<file path="config.mk">
export PLATFORM = sky130hd
export DESIGN_NAME = rtty_sentence_crc_framer_core
export DESIGN_NICKNAME = d
export VERILOG_FILES = /design/src/design/rtscf_pkg.sv /design/src/design/rtty_sentence_crc_framer_core.sv /design/src/design/rtscf_front.sv /design/src/design/rtscf_fifo.sv /design/src/design/rtscf_back.sv
export SDC_FILE = /design/constraint.sdc
export NUM_CORES = 1
export LEC_CHECK = 0
export BUFFER_PORTS_ARGS = -buffer_cell sky130_fd_sc_hd__buf_2
export CAP_MARGIN = 10
export CELL_PAD_IN_SITES_DETAIL_PLACEMENT = 2
export CELL_PAD_IN_SITES_GLOBAL_PLACEMENT = 2
export CORE_MARGIN = 4
export CORE_UTILIZATION = 48
export CTS_BUF_LIST = sky130_fd_sc_hd__clkbuf_8
export DETAILED_ROUTE_END_ITERATION = 8
export HOLD_SLACK_MARGIN = 0.05
export PLACE_DENSITY = 0.95
export SYNTH_ARGS = -nofsm -noshare
export SYNTH_HDL_FRONTEND = slang
export SYNTH_SLANG_ARGS = --single-unit
</file>
<file path="constraint.sdc">
create_clock -name clk -period 7.6 [get_ports clk]
set_input_delay 0.38 -clock clk [delete_from_list [all_inputs] [get_ports clk]]
set_output_delay 0.38 -clock clk [all_outputs]
set_load 0.02 [all_outputs]
</file>
<file path="src/design/rtscf_pkg.sv">
// ----------------------------------------------------------------------------
// rtscf_pkg
// Shared types, constants and helper functions for the RTTY sentence framer.
// ----------------------------------------------------------------------------
package rtscf_pkg;

  // Framing of one character on the air
  localparam int DATA_BITS     = 7;
  localparam int STOP_BITS     = 2;
  localparam int SYMS_PER_CHAR = 1 + DATA_BITS + STOP_BITS;
  localparam int SYM_W         = $clog2(SYMS_PER_CHAR);
  localparam int DIDX_W        = (DATA_BITS > 1) ? $clog2(DATA_BITS) : 1;

  // Trailer: star plus four hex digits
  localparam int TRAILER_CHARS = 5;
  localparam int CHAR_IDX_W    = 3;

  localparam logic [15:0] CRC_POLY = 16'h1021;
  localparam logic [7:0]  STAR_CHAR = 8'h2A;

  // Queue between front and back
  localparam int QDEPTH = 4;
  localparam int QPTR_W = $clog2(QDEPTH);
  localparam int QCNT_W = $clog2(QDEPTH + 1);

  // Configuration register indexes
  typedef enum logic [2:0] {
    REG_CRC_SKIP    = 3'd0,
    REG_CRC_SEED    = 3'd1,
    REG_MARK_LEVEL  = 3'd2,
    REG_SPACE_LEVEL = 3'd3,
    REG_APPEND_CRC  = 3'd4
  } reg_idx_t;

  typedef struct packed {
    logic [3:0]  crc_skip;
    logic [15:0] crc_seed;
    logic [7:0]  mark_level;
    logic [7:0]  space_level;
    logic        append_crc;
  } cfg_t;

  // One queued sentence character with what the back end needs to send it
  typedef struct packed {
    logic [DATA_BITS-1:0] data;
    logic                 last;
    logic                 trailer;
    logic [15:0]          crc;
  } q_entry_t;

  typedef struct packed {
    logic     valid;
    q_entry_t entry;
  } q_push_t;

  typedef struct packed {
    logic full;
    logic empty;
  } q_stat_t;

  // CRC-16, polynomial 0x1021, MSB first, one byte
  function automatic logic [15:0] crc16_byte(input logic [15:0] crc_in,
                                             input logic [7:0]  data);
    logic [15:0] c;
    c = crc_in ^ {data, 8'h00};
    for (int i = 0; i < 8; i++) begin
      if (c[15]) c = {c[14:0], 1'b0} ^ CRC_POLY;
      else       c = {c[14:0], 1'b0};
    end
    return c;
  endfunction

  // Uppercase ASCII hex digit
  function automatic logic [7:0] hex_ascii(input logic [3:0] v);
    logic [7:0] r;
    if (v < 4'd10) r = 8'h30 + {4'h0, v};
    else           r = 8'h37 + {4'h0, v};
    return r;
  endfunction

endpackage

</file>
<file path="src/design/rtty_sentence_crc_framer_core.sv">
// ----------------------------------------------------------------------------
// rtty_sentence_crc_framer_core
// RTTY framer for telemetry sentences with a CRC-16 hex trailer.
// ----------------------------------------------------------------------------
// Input channel: one sentence byte per word (data_byte, sentence_end), taken
// when in_valid is high and in_stall is low. Output channel: one RTTY symbol
// per word (tone_bit, drive_level, run_last, frame_done), taken when
// out_valid is high and out_stall is low.
// Every byte becomes ten symbols: a start space, seven data bits LSB first
// and two stop marks. When sentence_end is set and append_crc is 1, a star
// and four uppercase hex CRC digits follow, 60 symbols in all for that byte.
// An accepted byte passes through the queue and the current-word register
// before its first symbol is registered at the output. The symbol
// serializer emits one symbol per cycle while the output is not stalled.
// A four-word queue between the CRC front end and the serializer lets a few
// bytes be accepted ahead; in_stall rises only when that queue is full.
// A stalled output holds its symbol and the serializer waits behind it.
// Reset clears the queue, the output register and the byte position, loads
// FFFF into the CRC, and sets the registers to their defaults. Configuration
// writes are expected only while the block is idle.
// ----------------------------------------------------------------------------
module rtty_sentence_crc_framer_core
  import rtscf_pkg::*;
(
  input  logic        clk,
  input  logic        rst,
  input  logic        cfg_wr_en,
  input  logic [2:0]  cfg_index,
  input  logic [15:0] cfg_data,
  input  logic        in_valid,
  output logic        in_stall,
  input  logic [7:0]  data_byte,
  input  logic        sentence_end,
  output logic        out_valid,
  input  logic        out_stall,
  output logic        tone_bit,
  output logic [7:0]  drive_level,
  output logic        run_last,
  output logic        frame_done
);

  cfg_t     cfg;
  q_push_t  q_push;
  q_stat_t  q_stat;
  q_entry_t head;
  logic     pop;

  // Configuration registers
  always_ff @(posedge clk) begin
    if (rst) begin
      cfg.crc_skip    <= 4'd2;
      cfg.crc_seed    <= 16'hFFFF;
      cfg.mark_level  <= 8'd110;
      cfg.space_level <= 8'd100;
      cfg.append_crc  <= 1'b1;
    end else if (cfg_wr_en) begin
      unique case (cfg_index)
        REG_CRC_SKIP:    cfg.crc_skip    <= cfg_data[3:0];
        REG_CRC_SEED:    cfg.crc_seed    <= cfg_data;
        REG_MARK_LEVEL:  cfg.mark_level  <= cfg_data[7:0];
        REG_SPACE_LEVEL: cfg.space_level <= cfg_data[7:0];
        REG_APPEND_CRC:  cfg.append_crc  <= cfg_data[0];
        default: ;
      endcase
    end
  end

  rtscf_front u_front (
    .clk          (clk),
    .rst          (rst),
    .cfg          (cfg),
    .in_valid     (in_valid),
    .in_stall     (in_stall),
    .data_byte    (data_byte),
    .sentence_end (sentence_end),
    .q_stat       (q_stat),
    .q_push       (q_push)
  );

  rtscf_fifo u_fifo (
    .clk    (clk),
    .rst    (rst),
    .q_push (q_push),
    .pop    (pop),
    .head   (head),
    .q_stat (q_stat)
  );

  rtscf_back u_back (
    .clk         (clk),
    .rst         (rst),
    .cfg         (cfg),
    .head        (head),
    .q_stat      (q_stat),
    .pop         (pop),
    .out_valid   (out_valid),
    .out_stall   (out_stall),
    .tone_bit    (tone_bit),
    .drive_level (drive_level),
    .run_last    (run_last),
    .frame_done  (frame_done)
  );

endmodule

</file>
<file path="src/design/rtscf_front.sv">
// ----------------------------------------------------------------------------
// rtscf_front
// Accepts sentence bytes, runs the CRC and byte position, queues each word.
// ----------------------------------------------------------------------------
module rtscf_front
  import rtscf_pkg::*;
(
  input  logic       clk,
  input  logic       rst,
  input  cfg_t       cfg,
  input  logic       in_valid,
  output logic       in_stall,
  input  logic [7:0] data_byte,
  input  logic       sentence_end,
  input  q_stat_t    q_stat,
  output q_push_t    q_push
);

  logic [15:0] crc_reg;
  logic [15:0] crc_base;
  logic [15:0] crc_next;
  logic [3:0]  byte_position;
  logic        accept;

  assign in_stall = q_stat.full;
  assign accept   = in_valid && !q_stat.full;

  // Reload the seed at the first position, then fold in bytes past the skip count
  always_comb begin
    crc_base = (byte_position == 4'd0) ? cfg.crc_seed : crc_reg;
    crc_next = (byte_position >= cfg.crc_skip) ? crc16_byte(crc_base, data_byte)
                                               : crc_base;
  end

  always_ff @(posedge clk) begin
    if (rst) begin
      crc_reg       <= 16'hFFFF;
      byte_position <= 4'd0;
    end else if (accept) begin
      if (sentence_end) begin
        crc_reg       <= cfg.crc_seed;
        byte_position <= 4'd0;
      end else begin
        crc_reg <= crc_next;
        if (byte_position != 4'd15) byte_position <= byte_position + 4'd1;
      end
    end
  end

  // Hand the word to the queue
  always_comb begin
    q_push.valid         = accept;
    q_push.entry.data    = data_byte[DATA_BITS-1:0];
    q_push.entry.last    = sentence_end;
    q_push.entry.trailer = sentence_end && cfg.append_crc;
    q_push.entry.crc     = crc_next;
  end

endmodule

</file>
<file path="src/design/rtscf_fifo.sv">
// ----------------------------------------------------------------------------
// rtscf_fifo
// Short queue of pending characters between the front and back ends.
// ----------------------------------------------------------------------------
module rtscf_fifo
  import rtscf_pkg::*;
(
  input  logic     clk,
  input  logic     rst,
  input  q_push_t  q_push,
  input  logic     pop,
  output q_entry_t head,
  output q_stat_t  q_stat
);

  q_entry_t            mem [QDEPTH];
  logic [QPTR_W-1:0]   wr_ptr;
  logic [QPTR_W-1:0]   rd_ptr;
  logic [QCNT_W-1:0]   count;
  logic                do_push;
  logic                do_pop;

  assign q_stat.full  = (count == QCNT_W'(QDEPTH));
  assign q_stat.empty = (count == '0);
  assign do_push      = q_push.valid && !q_stat.full;
  assign do_pop       = pop && !q_stat.empty;
  assign head         = mem[rd_ptr];

  // Store pushed words
  always_ff @(posedge clk) begin
    if (do_push) mem[wr_ptr] <= q_push.entry;
  end

  // Advance pointers and occupancy
  always_ff @(posedge clk) begin
    if (rst) begin
      wr_ptr <= '0;
      rd_ptr <= '0;
      count  <= '0;
    end else begin
      if (do_push) wr_ptr <= wr_ptr + QPTR_W'(1);
      if (do_pop)  rd_ptr <= rd_ptr + QPTR_W'(1);
      if (do_push && !do_pop)      count <= count + QCNT_W'(1);
      else if (do_pop && !do_push) count <= count - QCNT_W'(1);
    end
  end

endmodule

</file>
<file path="src/design/rtscf_back.sv">
// ----------------------------------------------------------------------------
// rtscf_back
// Serializes queued characters and the CRC trailer into RTTY symbols.
// ----------------------------------------------------------------------------
module rtscf_back
  import rtscf_pkg::*;
(
  input  logic       clk,
  input  logic       rst,
  input  cfg_t       cfg,
  input  q_entry_t   head,
  input  q_stat_t    q_stat,
  output logic       pop,
  output logic       out_valid,
  input  logic       out_stall,
  output logic       tone_bit,
  output logic [7:0] drive_level,
  output logic       run_last,
  output logic       frame_done
);

  q_entry_t              cur;
  logic                  cur_valid;
  logic [CHAR_IDX_W-1:0] char_idx;
  logic [SYM_W-1:0]      sym_idx;

  logic [7:0]            ch;
  logic [SYM_W-1:0]      bit_pos;
  logic                  sym_bit;
  logic                  char_end;
  logic                  item_end;
  logic                  advance;

  // Pick the character being sent: the data byte, the star, then hex digits
  always_comb begin
    unique case (char_idx)
      3'd0:    ch = {{(8-DATA_BITS){1'b0}}, cur.data};
      3'd1:    ch = STAR_CHAR;
      3'd2:    ch = hex_ascii(cur.crc[15:12]);
      3'd3:    ch = hex_ascii(cur.crc[11:8]);
      3'd4:    ch = hex_ascii(cur.crc[7:4]);
      default: ch = hex_ascii(cur.crc[3:0]);
    endcase
  end

  // Start space, data bits LSB first, then stop marks
  always_comb begin
    bit_pos = sym_idx - SYM_W'(1);
    if (sym_idx == '0)                       sym_bit = 1'b0;
    else if (sym_idx <= SYM_W'(DATA_BITS))   sym_bit = ch[bit_pos[DIDX_W-1:0]];
    else                                     sym_bit = 1'b1;
  end

  assign char_end = (sym_idx == SYM_W'(SYMS_PER_CHAR - 1));
  assign item_end = char_end &&
                    (char_idx == (cur.trailer ? CHAR_IDX_W'(TRAILER_CHARS) : '0));
  assign advance  = cur_valid && (!out_valid || !out_stall);
  assign pop      = !q_stat.empty && (!cur_valid || (advance && item_end));

  // Load the next word from the queue
  always_ff @(posedge clk) begin
    if (pop) cur <= head;
  end

  // Walk symbols and characters of the current word
  always_ff @(posedge clk) begin
    if (rst) begin
      cur_valid <= 1'b0;
      char_idx  <= '0;
      sym_idx   <= '0;
    end else if (pop) begin
      cur_valid <= 1'b1;
      char_idx  <= '0;
      sym_idx   <= '0;
    end else if (advance) begin
      if (item_end) begin
        cur_valid <= 1'b0;
      end else if (char_end) begin
        sym_idx  <= '0;
        char_idx <= char_idx + CHAR_IDX_W'(1);
      end else begin
        sym_idx <= sym_idx + SYM_W'(1);
      end
    end
  end

  // Output register: hold while stalled
  always_ff @(posedge clk) begin
    if (rst) begin
      out_valid <= 1'b0;
    end else if (advance) begin
      out_valid <= 1'b1;
    end else if (!out_stall) begin
      out_valid <= 1'b0;
    end
  end

  always_ff @(posedge clk) begin
    if (advance) begin
      tone_bit    <= sym_bit;
      drive_level <= sym_bit ? cfg.mark_level : cfg.space_level;
      run_last    <= item_end;
      frame_done  <= item_end && cur.last;
    end
  end

endmodule

</file>
==> flow_summary.ini <==
[routing]
detail_route.drc_violations = 0
dr.pass1.iters = 6
routedWlPerCell_um = 31.72
detail_route.iter0.violations = 753
viasPerCell = 6.279
drt_wl_total_um = 35140
detailroute.via_count = 6957
post_detailed_route_count_of_antenna_violating_nets = 0

[worst_setup_path]
path_cells = ha_1 -> nand3b_1 -> a211oi_2 -> nand2_1 -> a21oi_2 -> buf_4 -> inv_1 -> ha_1 -> inv_1 -> fa_1 -> xor2_1 -> or3_1 -> a21oi_1
worstSetupStartpointType = flop
timing.setup.critical_path_class = flop to flop
cpPeakStageDelay_ps = 620
critPathMaxFanout = 29
worst_ep_arrival_time_ps = 4190
worst_ep_required_time_ps = 8040
cp_max_stage_cell = sky130_fd_sc_hd__dfxtp_1
kind_of_capture_point_of_the_worst_setup_path = flop

[global_route]
global_route_wire_length_before_repair_um = 52440
grtUsageTotal = 0.3205
maximum_number_of_pins_on_one_net_before_global_route_repair = 73
grt_antenna_before_repair = 0
global_route.overflow_total = 0
grt_pass1_vias = 7709

[timing]
final.min_clock_period_ps = 3748
finalSetupViolations = 0
rsz0062_at_grt = false
setup_tns_ps = 0
timing.clock.skew_ps = 26.91
slew_headroom = 0.2138
max_clock_freq_mhz = 266.8
layout_worst_path_cycle_share = 0.4932
maxSlewViolCount = 0
worst_pin_slew_ps = 1179
finalHoldViolations = 0

[pwr]
cell_area_power_density_nw_per_um2 = 325.8
internal_power_w = 0.002279
power.share.switching = 0.3506
share_comb_of_total_power = 0.245
worst_ir_drop_vdd_mv = 0.1825
switch_pwr_w = 0.001231
power.clock.fraction = 0.303
portion_of_total_power_attributed_to_sequential_cells = 0.452
leakagePower_nw = 3.897

[final_layout]
reg.largest.list = u_fifo.mem: 100 flops, cfg: 37 flops, u_back.cur: 25 flops
layout.nets = 874
mostFrequentLayoutCells = sky130_fd_sc_hd__edfxtp_1, sky130_fd_sc_hd__dfxtp_1, sky130_fd_sc_hd__nand2_1
largest_register = u_fifo.mem
drive_above_1_share = 0.1851
layout.cells.most_common = sky130_fd_sc_hd__edfxtp_1
final-instance-count-excl-fill = 1108
antenna_cells = 0
largest_reg_flops = 100
layout-area-overhead-vs-synth_pct = 13.03

[outcome]
run_status = finished clean

[clocking]
cts.reportedPaths.clkPinSlew_ps = 60
cts_made_buffers = 37
cts_resized = 0
clock_tree_from_tritoncts = yes
clock_tree.root_cell = sky130_fd_sc_hd__clkbuf_8
clk_path_buf_depth = 3
cts_max_level = 2
clk_latency_ps = 550
tritoncts_num_sinks = 209

[yosys]
synth-warning-count = 0
ys_ff_latch = 209
syn_area_sq_um = 9533
syn-instance-count = 754
synth_sequential_area_ratio = 0.5817
synth_flop_cell = sky130_fd_sc_hd__edfxtp_1
synth.distinct_cells = 65
synth_edf_count = 136
asyncSetResetFlopFracSynth = 0
postSynthNetCount = 813
synthDominantAreaCellType = sky130_fd_sc_hd__edfxtp_1
synthDominantCellAreaShare = 0.4284
post_synthesis_mean_instance_area_sq_um = 12.64
yosys-top-cells-area = sky130_fd_sc_hd__edfxtp_1, sky130_fd_sc_hd__dfxtp_1, sky130_fd_sc_hd__mux4_2, sky130_fd_sc_hd__ha_1, sky130_fd_sc_hd__nand2_1

[place]
detailedPlacementHpwl_um = 21170
buffer_ports.inserted = 45
dp_cells = 1036
place_congestion = 0.9666

[job]
cap_viol_max_count = 0

[die]
num_rows = 51
die_w_um = 148.9
floorplan.initialDensity = 0.4882
top_level_ports = 46
core_area_sq_um = 19530
dieHeight_um = 148.9
fp.dieArea_sq_um = 22180

[hold_path]
hold_path.class = primary input to flop
worst paths after layout:
kind / start / end / slack (ps) / cells past startpoint
hold / removal: cfg_data[10] / cfg[27] / 60 / 2
setup / recovery: u_back.sym_idx[0] / u_fifo.count[2] / 3850 / 13
setup reg to reg: u_back.sym_idx[0] / u_fifo.count[2] / 3850 / 13
hold reg to reg: cfg[6] / cfg[6] / 490 / 2
per-layer routing:
layer / vias to the layer above / wire length [um] / global-route usage
li1: 2907 / - / -
met1: 3555 / 13700 / 0.4025
met2: 391 / 17680 / 0.5558
met3: 104 / 2334 / 0.05804
met4: 0 / 1421 / 0.1181
met5: - / 0 / 0
cell families (layout without fill, tap and decap cells):
kind of cell / count (synthesis) / count (layout) / synth area share
xor gates and xnor gates: 39 / 39 / 0.03977
AOI/OAI and AO/OA: 149 / 149 / 0.1063
muxes: 59 / 59 / 0.1016
adders and majority gates: 26 / 26 / 0.03491
DFF: 209 / 209 / 0.5817
and+or+nand+nor: 204 / 204 / 0.1066
buffers and inverters: 68 / 157 / 0.02914
synth_stat cells, drive strengths merged, types with 3 or more instances:
cell and number:
clkbuf 31, a211o 21, nand3 18, mux4 25
inv 30, mux2i 25, nor3 15, nand2 67
a31oi 5, and2 9, o211ai 10, xnor2 29
nor2 39, mux2 9, a21boi 4, o2111ai 3
a211oi 10, ha 25, nand3b 10, a21o 5
buf 7, nor2b 19, a21oi 48, and3 3
dfxtp 73, o21ai 26, edfxtp 136, nand4b 4
xor2 10, o21a 5, nand2b 9
through the flow:
step	util	hold WS, ps	worst slack, ps	power, W	cell area [sq um]
2_1_floorplan	-	435.8	4489	0.002066	9533
6_report	0.5518	63.20	3852	0.003510	10780
3_5_place_dp	0.5126	465.6	4087	0.002381	10010
4_1_cts	0.5515	51.62	3909	0.003509	10770
5_1_grt	0.5518	50.59	3644	0.003625	10780
3_3_place_gp	0.5126	446.2	4528	0.002247	10010
what timing repair did:
action | in CTS | in global routing
hold buffers | 4 | 0
setup buffers | 0 | 0
endpoints found under the hold margin | 4 | 0
critical path: cells and delay by family, from the launching register on:
family	cells	cell delay (ps)
buf+inv	3	640
compound gates	3	770
simple gates	3	720
flops	1	620
xor+xnor	1	130
fa+ha+maj	3	760
final cells by class:
cell class | count | area (sq um)
clock inverter | 25 | 140.1
multi-input combinational | 477 | 3719
fill | 1828 | 8751
tap | 265 | 331.6
sequential | 209 | 5547
timing repair buffer | 60 | 347.8
inverter | 30 | 112.6
clock buffer | 42 | 578.1
power groups by stage:
| stage | sequential (W) | clock, W | combinational [W] |
|---|---|---|---|
| detailed placement | 0.00159 | 0 | 0.000791 |
| global placement | 0.00156 | 0 | 0.000688 |
| CTS | 0.00158 | 0.00107 | 0.000851 |
| floorplan | 0.00151 | 0 | 0.000554 |
| finish | 0.00159 | 0.00106 | 0.000862 |
| global route | 0.00160 | 0.00113 | 0.000897 |
(Power assumes the default switching activity.)
